`src/rtl/core/assert_macros.svh`:
```
// Assertion macros for the RTL of the button debouncer, used by its top-level file.
`ifndef ASSERT_MACROS_SVH
`define ASSERT_MACROS_SVH
`ifndef NO_ASSERTIONS
`define ASSERT_IMPLY(label, clk, rst_n, ante, cons) \
    label: assert property (@(posedge clk) disable iff (!(rst_n)) (ante) |-> (cons)) \
        else $error("assertion failed: same-cycle implication");
`define ASSERT_NEXT(label, clk, rst_n, ante, cons) \
    label: assert property (@(posedge clk) disable iff (!(rst_n)) (ante) |=> (cons)) \
        else $error("assertion failed: next-cycle implication");
`else
`define ASSERT_IMPLY(label, clk, rst_n, ante, cons)
`define ASSERT_NEXT(label, clk, rst_n, ante, cons)
`endif
`endif

```
`src/rtl/core/bdcl_pkg.sv`:
```
// Types and constants shared by the button debouncer modules.
package bdcl_pkg;

    localparam int TimerW   = 17;
    localparam int CfgW     = 16;
    localparam int ElapsedW = 10;
    localparam int CountW   = 32;
    localparam int CfgAddrW = 1;

    localparam logic [TimerW-1:0] TimerMax = {TimerW{1'b1}};

    localparam logic [CfgW-1:0] DebounceReset  = 16'd20;
    localparam logic [CfgW-1:0] LongPressReset = 16'd800;

    localparam logic [CfgAddrW-1:0] RegDebounce  = 1'd0;
    localparam logic [CfgAddrW-1:0] RegLongPress = 1'd1;

    typedef struct packed {
        logic              raw_pressed;
        logic              stable_state;
        logic [TimerW-1:0] debounce_timer;
        logic [TimerW-1:0] hold_timer;
        logic              long_fired;
        logic [CountW-1:0] click_counter;
        logic [CountW-1:0] long_counter;
    } t_state;

    typedef struct packed {
        logic              switch_level;
        logic [ElapsedW-1:0] elapsed_ms;
    } t_item;

    typedef struct packed {
        logic [CountW-1:0] long_total;
        logic [CountW-1:0] click_total;
        logic              long_pulse;
        logic              click_pulse;
        logic              stable_pressed;
    } t_result;

    typedef struct packed {
        logic [CfgW-1:0] debounce_ms;
        logic [CfgW-1:0] long_press_ms;
    } t_cfg;

endpackage

```
`src/rtl/core/bdcl_step.sv`:
```
// Combinational tick update: next debouncer state and the result word for one tick.
module bdcl_step (
    input  bdcl_pkg::t_state  i_state,
    input  bdcl_pkg::t_cfg    i_cfg,
    input  bdcl_pkg::t_item   i_item,
    output bdcl_pkg::t_state  o_state,
    output bdcl_pkg::t_result o_result
);

    function automatic logic [bdcl_pkg::TimerW-1:0] sat_add(
        input logic [bdcl_pkg::TimerW-1:0]   t,
        input logic [bdcl_pkg::ElapsedW-1:0] d
    );
        logic [bdcl_pkg::TimerW:0] s;
        s = {1'b0, t} + {{(bdcl_pkg::TimerW + 1 - bdcl_pkg::ElapsedW){1'b0}}, d};
        return s[bdcl_pkg::TimerW] ? bdcl_pkg::TimerMax : s[bdcl_pkg::TimerW-1:0];
    endfunction

    logic                          now_pressed;
    logic [bdcl_pkg::TimerW-1:0]   hold_sum;
    logic [bdcl_pkg::TimerW-1:0]   deb_sum;
    logic                          click;
    logic                          lng;
    bdcl_pkg::t_state              nxt;

    assign now_pressed = ~i_item.switch_level;
    assign hold_sum    = sat_add(i_state.hold_timer, i_item.elapsed_ms);
    assign deb_sum     = sat_add(i_state.debounce_timer, i_item.elapsed_ms);

    always_comb begin
        nxt   = i_state;
        click = 1'b0;
        lng   = 1'b0;
        if (now_pressed != i_state.raw_pressed) begin
            // A raw edge restarts debouncing; the elapsed time of this tick is dropped.
            nxt.raw_pressed    = now_pressed;
            nxt.debounce_timer = '0;
        end else if (i_state.raw_pressed == i_state.stable_state) begin
            if (i_state.stable_state) begin
                nxt.hold_timer = hold_sum;
                if (!i_state.long_fired &&
                    hold_sum >= {{(bdcl_pkg::TimerW - bdcl_pkg::CfgW){1'b0}},
                                 i_cfg.long_press_ms}) begin
                    lng              = 1'b1;
                    nxt.long_fired   = 1'b1;
                    nxt.long_counter = i_state.long_counter + 1'b1;
                end
            end
        end else begin
            nxt.debounce_timer = deb_sum;
            if (deb_sum >= {{(bdcl_pkg::TimerW - bdcl_pkg::CfgW){1'b0}}, i_cfg.debounce_ms})
            begin
                nxt.stable_state   = i_state.raw_pressed;
                nxt.debounce_timer = '0;
                nxt.hold_timer     = '0;
                nxt.long_fired     = 1'b0;
                if (!i_state.raw_pressed && !i_state.long_fired) begin
                    click             = 1'b1;
                    nxt.click_counter = i_state.click_counter + 1'b1;
                end
            end
        end
    end

    assign o_state                 = nxt;
    assign o_result.stable_pressed = nxt.stable_state;
    assign o_result.click_pulse    = click;
    assign o_result.long_pulse     = lng;
    assign o_result.click_total    = nxt.click_counter;
    assign o_result.long_total     = nxt.long_counter;

endmodule

```
`src/rtl/core/button_debounce_click_longpress.sv`:
```
// An accepted word is held in the input register and offered on the output from the output register.
// Throughput: one tick word per cycle; the input register, the single-pass tick update and
// the output register form a two-stage pipeline that advances whenever the output is free.
// Reset (synchronous, active low) clears both valid flags and the debouncer state and loads
// debounce_ms = 20 and long_press_ms = 800; no clearing pass follows.
`include "assert_macros.svh"

module button_debounce_click_longpress (
    input  logic        i_clk,
    input  logic        i_rst_n,
    input  logic        i_s_axis_tvalid,
    output logic        o_s_axis_tready,
    // tdata fields, low bit up: switch_level[0], elapsed_ms[10:1], zero fill[15:11]
    input  logic [15:0] i_s_axis_tdata,
    output logic        o_m_axis_tvalid,
    input  logic        i_m_axis_tready,
    // tdata fields, low bit up: stable_pressed[0], click_pulse[1], long_pulse[2],
    // click_total[34:3], long_total[66:35], zero fill[71:67]
    output logic [71:0] o_m_axis_tdata,
    input  logic        i_cfg_we,
    input  logic [bdcl_pkg::CfgAddrW-1:0] i_cfg_addr,
    input  logic [bdcl_pkg::CfgW-1:0]     i_cfg_data
);

    logic              r_in_valid;
    bdcl_pkg::t_item   r_in_item;
    logic              r_out_valid;
    bdcl_pkg::t_result r_out;
    bdcl_pkg::t_state  r_state;
    bdcl_pkg::t_cfg    r_cfg;
    bdcl_pkg::t_state  n_state;
    bdcl_pkg::t_result n_out;
    logic              advance;

    // The stored word moves on when the output register is empty or being drained.
    assign advance         = r_in_valid && (!r_out_valid || i_m_axis_tready);
    assign o_s_axis_tready = !r_in_valid || advance;

    bdcl_step u_step (
        .i_state  (r_state),
        .i_cfg    (r_cfg),
        .i_item   (r_in_item),
        .o_state  (n_state),
        .o_result (n_out)
    );

    always_ff @(posedge i_clk) begin
        if (!i_rst_n) begin
            r_cfg.debounce_ms   <= bdcl_pkg::DebounceReset;
            r_cfg.long_press_ms <= bdcl_pkg::LongPressReset;
        end else if (i_cfg_we) begin
            case (i_cfg_addr)
                bdcl_pkg::RegDebounce:  r_cfg.debounce_ms   <= i_cfg_data;
                bdcl_pkg::RegLongPress: r_cfg.long_press_ms <= i_cfg_data;
                default: ;
            endcase
        end
    end

    always_ff @(posedge i_clk) begin
        if (!i_rst_n) begin
            r_in_valid  <= 1'b0;
            r_out_valid <= 1'b0;
            r_state     <= '0;
        end else begin
            if (i_s_axis_tvalid && o_s_axis_tready) begin
                r_in_valid <= 1'b1;
            end else if (advance) begin
                r_in_valid <= 1'b0;
            end
            if (advance) begin
                r_out_valid <= 1'b1;
                r_state     <= n_state;
            end else if (i_m_axis_tready) begin
                r_out_valid <= 1'b0;
            end
        end
    end

    always_ff @(posedge i_clk) begin
        if (i_s_axis_tvalid && o_s_axis_tready) begin
            r_in_item.switch_level <= i_s_axis_tdata[0];
            r_in_item.elapsed_ms   <= i_s_axis_tdata[10:1];
        end
        if (advance) begin
            r_out <= n_out;
        end
    end

    assign o_m_axis_tvalid = r_out_valid;
    assign o_m_axis_tdata  = {5'd0, r_out};

    // A click ends a press and a long press needs one held, so they never share a tick.
    `ASSERT_IMPLY(a_pulses_exclusive, i_clk, i_rst_n, r_out_valid,
        !(r_out.click_pulse && r_out.long_pulse))
    `ASSERT_IMPLY(a_click_released, i_clk, i_rst_n, r_out_valid && r_out.click_pulse,
        !r_out.stable_pressed)
    `ASSERT_IMPLY(a_long_pressed, i_clk, i_rst_n, r_out_valid && r_out.long_pulse,
        r_out.stable_pressed)
    `ASSERT_NEXT(a_click_count, i_clk, i_rst_n, advance,
        r_out.click_total == $past(r_state.click_counter) + 32'(r_out.click_pulse))
    `ASSERT_NEXT(a_stalled_word_kept, i_clk, i_rst_n, r_in_valid && !advance,
        r_in_valid && $stable(r_in_item))

endmodule

```
`config.mk`:
```
export PLATFORM = sky130hd
export DESIGN_NAME = button_debounce_click_longpress
export DESIGN_NICKNAME = d
export VERILOG_FILES = /design/src/rtl/core/bdcl_pkg.sv /design/src/rtl/core/bdcl_step.sv /design/src/rtl/core/button_debounce_click_longpress.sv
export VERILOG_INCLUDE_DIRS = /design/src /design/src/rtl/core
export SDC_FILE = /design/constraint.sdc
export NUM_CORES = 1
export LEC_CHECK = 0
export BUFFER_PORTS_ARGS = -buffer_cell sky130_fd_sc_hd__buf_4
export CORE_ASPECT_RATIO = 0.9
export CORE_MARGIN = 4
export CORE_UTILIZATION = 35
export DETAILED_ROUTE_END_ITERATION = 10
export MAX_ROUTING_LAYER = met4
export SYNTH_ARGS = -nofsm -noshare
export SYNTH_HDL_FRONTEND = slang
export SYNTH_SLANG_ARGS = --single-unit
```
`constraint.sdc`:
```
create_clock -name i_clk -period 6.4 [get_ports i_clk]
set_input_delay 0 -clock i_clk [delete_from_list [all_inputs] [get_ports i_clk]]
set_output_delay 0 -clock i_clk [all_outputs]
set_load 0.02 [all_outputs]
```
# Word level (Yosys, flattened, before mapping)
# Cells that the tools add are included.
dict set report classes {
  n_addsub 4
  n_lt_le_gt_ge 2
  eq_ne 5
  n_mux 21
  n_bitwise 6
  reduce_logical 21
}
# cell n
set ops {}
lappend ops {{$mux W32} 5}
lappend ops {{$mux W68} 1}
lappend ops {{$add A32 B1 Y32 const B} 2}
lappend ops {{$mux W64} 1}
lappend ops {{$mux W18} 3}
lappend ops {{$mux W17} 3}
lappend ops {{$add A17 B10 Y18} 2}
lappend ops {{$ge A17 B16 Y1} 2}
lappend ops {{$mux W1} 8}
lappend ops {{$reduce_and A2 Y1} 4}
lappend ops {{$not A1 Y1} 6}
lappend ops {{$reduce_bool A2 Y1} 3}
lappend ops {{$reduce_or A3 Y1} 2}
lappend ops {{$reduce_and A5 Y1} 1}
lappend ops {{$logic_and A1 B1 Y1} 4}
lappend ops {{$logic_not A1 Y1} 4}
lappend ops {{$ne A2 B2 Y1 const B} 2}
lappend ops {{$reduce_and A4 Y1} 1}
lappend ops {{$logic_or A1 B1 Y1} 2}
lappend ops {{$ne A2 B1 Y1 const B} 1}
lappend ops {{$eq A1 B1 Y1} 1}
lappend ops {{$ne A1 B1 Y1} 1}
dict set report word_totals {
  ff_bits 213
  output_inout_bits 74
  wordCells 77
}

# Longest topological paths before layout
dict set report depth {
  ltp_word 8
  depth_mapped 21
}

# By module
# Synthesis repeated with hierarchy kept, for this count alone.
dict set report unflattened {
  cells_unflattened 1402
  area_unflattened_um2 12664.6
}
# module instances cells_each area_each_um2 seq_area_each_um2
set modules_own_cells {}
lappend modules_own_cells {button_debounce_click_longpress 1 674 7706.1 5044.8}
lappend modules_own_cells {bdcl_step 1 728 4958.5 0.0}

# Worst setup path after synthesis
# OpenSTA, ideal clock, no wires.
dict set report synth_path {
  path_kind {register to register}
  from {register r_in_item[1] in the netlist's numbering}
  to {register r_out (netlist bit o_m_axis_tdata[29]), data pin}
  arrival_time_ns 4.215
  required_ns 6.134
  setup_slack_ns 1.919
  path_stages_with_launch 20
  path_cell_list {edfxtp_1 ha_1 a211oi_1 o21bai_1 a21oi_2 o31ai_2 a21o_1 nand2_1 clkbuf_1 o21ai_0 ha_1 a21oi_1 nor2b_1 o311ai_0 a21oi_1 a2111o_1 o211ai_1 buf_2 nor3_1 xor2_1}
}
# item line_no
set synth_rtl {}
lappend synth_rtl {{start: declaration} button_debounce_click_longpress.sv:26} ;# bdcl_pkg::t_item r_in_item;
lappend synth_rtl {{end signal: assignment} button_debounce_click_longpress.sv:86} ;# r_out <= n_out;
lappend synth_rtl {{end: declaration} button_debounce_click_longpress.sv:28} ;# bdcl_pkg::t_result r_out;

# Final worst setup path
dict set report layout_path {
  from {register r_in_item[1] in the netlist's numbering}
  to {register r_state[84] in the netlist's numbering}
}
dict set report layout_via {
  elab_chain_cells 6
}
# item line_no
set layout_lines {}
lappend layout_lines {{$add A17 B10 Y18 (*)} bdcl_step.sv:15} ;# s = {1'b0, t} + {{(bdcl_pkg::TimerW + 1 - bdcl_pkg::ElapsedW){1'b0}}, d};
lappend layout_lines {{$mux W17 (*)} bdcl_step.sv:16} ;# return s[bdcl_pkg::TimerW] ? bdcl_pkg::TimerMax : s[bdcl_pkg::TimerW-1:0];
lappend layout_lines {{$ge A17 B16 Y1} bdcl_step.sv:51} ;# if (deb_sum >= {{(bdcl_pkg::TimerW - bdcl_pkg::CfgW){1'b0}}, i_cfg.debounce_ms})
lappend layout_lines {{$mux W68 (*)} bdcl_step.sv:51}
lappend layout_lines {{$mux W18 (*)} bdcl_step.sv:38} ;# end else if (i_state.raw_pressed == i_state.stable_state) begin
lappend layout_lines {{$mux W17 (*)} bdcl_step.sv:34} ;# if (now_pressed != i_state.raw_pressed) begin
lappend layout_lines {{end signal: assignment} button_debounce_click_longpress.sv:73} ;# r_state <= n_state;
lappend layout_lines {{end: declaration} button_debounce_click_longpress.sv:29} ;# bdcl_pkg::t_state r_state;
# Every way passes the cells marked *; elsewhere a longest branch is shown, timed or not. The select of a mux whose other input is x is not followed.
# A chain may end at the register's enable or synchronous reset.

==> metrics.csv <==
stage,metric,value,unit
power_and_ir_drop,pwr dens,224.6,nW/um^2
die,Die Y,179.7,um
die,Die Wd,198.7,um
drt,DR WL/cell,15.74,um
sta,Max Clock Skew,0.01967,ns
die,Core ar.,32120,um^2
die,initial core utilization,35.68,%
place,IO Port Bufs,101,
clocking,clock transition at the registers of the reported paths,0.06,ns
drt,first-pass detailed-route iteration total,5,
clocking,Worst-Skew Late Latency,0.53,ns
layout,design area,13750,um^2
clocking,Clock Path Buffers,3,
power_and_ir_drop,P_leak,0.005073,uW
sta,Slew HR,35.03,%
global_route,initial antenna violation count,0,
sta,Final Cycle Share,85.89,%
synth,dominant synthesized flop cell,dfxtp_1,
global_route,vias in the first global route,9004,
sta,Final Slew Violations,0,
flow_run,Max-Cap Viols,0,
drt,Routed Antenna Nets,0,
global_route,total global routing overflow,0,
worst_setup_path,kind of critical path,flop to flop,
drt,Routed Wire Length,28460,um
die,# rows,62,
synth,post-synthesis sequential area ratio,44.03,%
layout,number of diodes,0,
hold_path,worst hold path class,input port to flop,
clocking,"Hold-fix buffers, CTS",42,
worst_setup_path,Required @ worst endpoint,6.86,ns
synth,Post-synth EDFFs,78,
sta,fmax,0.1819,GHz
layout,Layout fillers,3166,
synth,Synth warnings,0,
die,DIE AREA,35700,um^2
global_route,largest net degree at the start of global routing,79,
layout,P&R area growth vs syn,19.96,%
worst_setup_path,CP arrival,5.96,ns
synth,Post-synth top cells,"nand2_1, dfxtp_1, a21oi_1",
worst_setup_path,Worst setup SP type,flop,
drt,initial DRC count,508,
synth,Post-Syn Area,11460,um^2
global_route,total global-route track usage,16.10,%
die,I/O pin cnt,112,
sta,RSZ-0062 raised after global routing,false,
outcome,status,"finished, final reports clean",
synth,"count leader, synth",nand2_1,
synth,syn avg cell area,9.138,um^2
drt,routed vias/inst,5.235,
synth,"top cells by area, synth","dfxtp_1, edfxtp_1, ha_1, nand2_1, a21oi_1",
sta,setup TNS,0,ns
clocking,H-tree Lvls,1,
place,placed inst area,12560,um^2
power_and_ir_drop,Worst VDD drop,0.1853,mV
sta,final hold vios,0,
synth,post-synth top area cell,dfxtp_1,
power_and_ir_drop,Pwr Total,3087,uW
synth,Synth top area share,23.59,%
place,Detailed Place HPWL,19120,um
synth,Yosys reg bits,213,
layout,fin nets,1469,
drt,# DRC,0,
worst_setup_path,Crit. End Element,flop,
synth,Cell variety after synth,81,
worst_setup_path,crit-path max FO,14,
clocking,CTS sink count,213,
clocking,number of gates resized after CTS,0,
synth,asr flop ratio synth,0,%
clocking,CTS tree,yes,
clocking,CTS Buf Count,25,
synth,Syn Inst Count,1254,
clocking,clock root buffer,clkbuf_16,
sta,Worst Tran Pin Value,0.9745,ns
drt,via count,9465,
sta,endpoints failing setup,0,
layout,share of layout cells above drive strength 1,13.65,%
place,GPL Wtd Cong,0.8665,
global_route,first-pass GRT wire length,46850,um
sta,Tmin final,5.497,ns
clocking,post-CTS setup repair buffer count,0,
==> critical path, stage by stage, from the launching register on <==
cell and delay (ns):
edfxtp_1 0.49, ha_1 0.35, a211oi_1 0.26, o21bai_1 0.14, a21oi_2 0.23, o31ai_2 0.14, a21o_1 0.29, nand2_1 0.37
o21ai_0 0.25, ha_1 0.34, a21oi_1 0.14, nor2b_1 0.05, o311ai_0 0.47, a21oi_1 0.22, a2111o_1 0.52, nor2_1 0.27
and3_1 0.63, a22o_1 0.25
==> power breakdown <==
part | switching (uW) | internal (uW) | total [uW]
Combinational | 175 | 109 | 284
Clock | 568 | 777 | 1350
Sequential | 18.2 | 1440 | 1460
Total | 762 | 2330 | 3090
==> path summary, 6_finish.rpt <==
kind	startpoint	end	slack, ns	depth (start not counted)
min reg2reg	r_cfg[1]	r_cfg[1]	0.46	2
max	r_in_item[1]	r_state[84]	0.90	17
min	i_rst_n	r_state[41]	0.03	2
max reg2reg	r_in_item[1]	r_state[84]	0.90	17
==> cell usage in the layout (no fill, tap or decap), types with 4 or more instances in the layout <==
cell type,netlist,layout
clkbuf_1,34,8
dlygate4sd3_1,0,42
and2_1,11,11
conb_1,1,5
o21ai_1,11,10
a21oi_1,96,96
nor3_1,27,27
nand4_1,11,11
o21ai_0,33,33
nand2b_1,12,12
nor2_1,76,76
a211oi_1,11,11
or4_1,25,25
and3_1,10,10
nor4_2,4,4
nor4_1,10,10
inv_1,56,55
dfxtp_1,135,135
a22o_1,15,15
o31a_1,8,8
a31o_2,8,8
ha_1,56,56
o31ai_1,25,25
xnor2_1,51,51
edfxtp_1,78,78
o21a_1,25,25
and4_1,5,5
clkbuf_16,0,25
o211ai_1,9,9
nand3_1,52,52
clkinv_2,0,4
clkinv_1,2,5
mux2i_1,8,8
or3_1,21,21
nand2_1,180,180
buf_4,7,112
xor2_1,33,33
nor2b_1,11,11
a21o_1,12,12
==> state kept, by name (all words and copies together), names as in the netlist <==
register / count
r_cfg: 32
o_m_axis_tvalid: 1
r_in_valid: 1
r_in_item: 11
r_state: 101
o_m_axis_tdata: 67
==> per-stage QoR <==
stage               util (%)  instances  worst slack [ns]  hold slack [ns]
floorplan                  -       1258             1.919          0.09887
global placement       39.10       1720            0.8213           0.1796
detailed placement     39.10       1720            0.9096           0.1795
CTS                    42.80       1808            0.8906          0.01692
global route           42.80       1808            0.4997          0.04956
finish                 42.80       1808            0.9031          0.02907
==> cell type report <==
class / instances / area, um^2 / area share [%]
Multi-Input combinational cell: 919 / 5908 / 42.98
Sequential cell: 213 / 5045 / 36.70
Timing Repair Buffer: 155 / 1281 / 9.321
Clock buffer: 34 / 669.4 / 4.870
Tap cell: 416 / 520.5 / 3.787
Inverter: 59 / 221.5 / 1.611
Clock inverter: 12 / 100.1 / 0.7282
==> routing by layer <==
metal  global-route usage, %  routed length, um  vias up
met4                   3.747                571        0
met1                   22.54              13820     4499
met5                       -                  0        -
met3                   2.022               1095       39
met2                   25.01              12970      184
li1                        -                  -     4743
==> cells by family after synthesis <==
family	count (synthesis)	share of synthesized area (%)
simple gates	473	20.58
compound gates	287	16.75
flops	213	44.03
buf+inv	126	4.630
xor+xnor	84	6.421
fa+ha+maj	58	6.464
mux	12	1.092
other cells	1	0.03273
No activity file was read; power rests on OpenSTA's default activity.
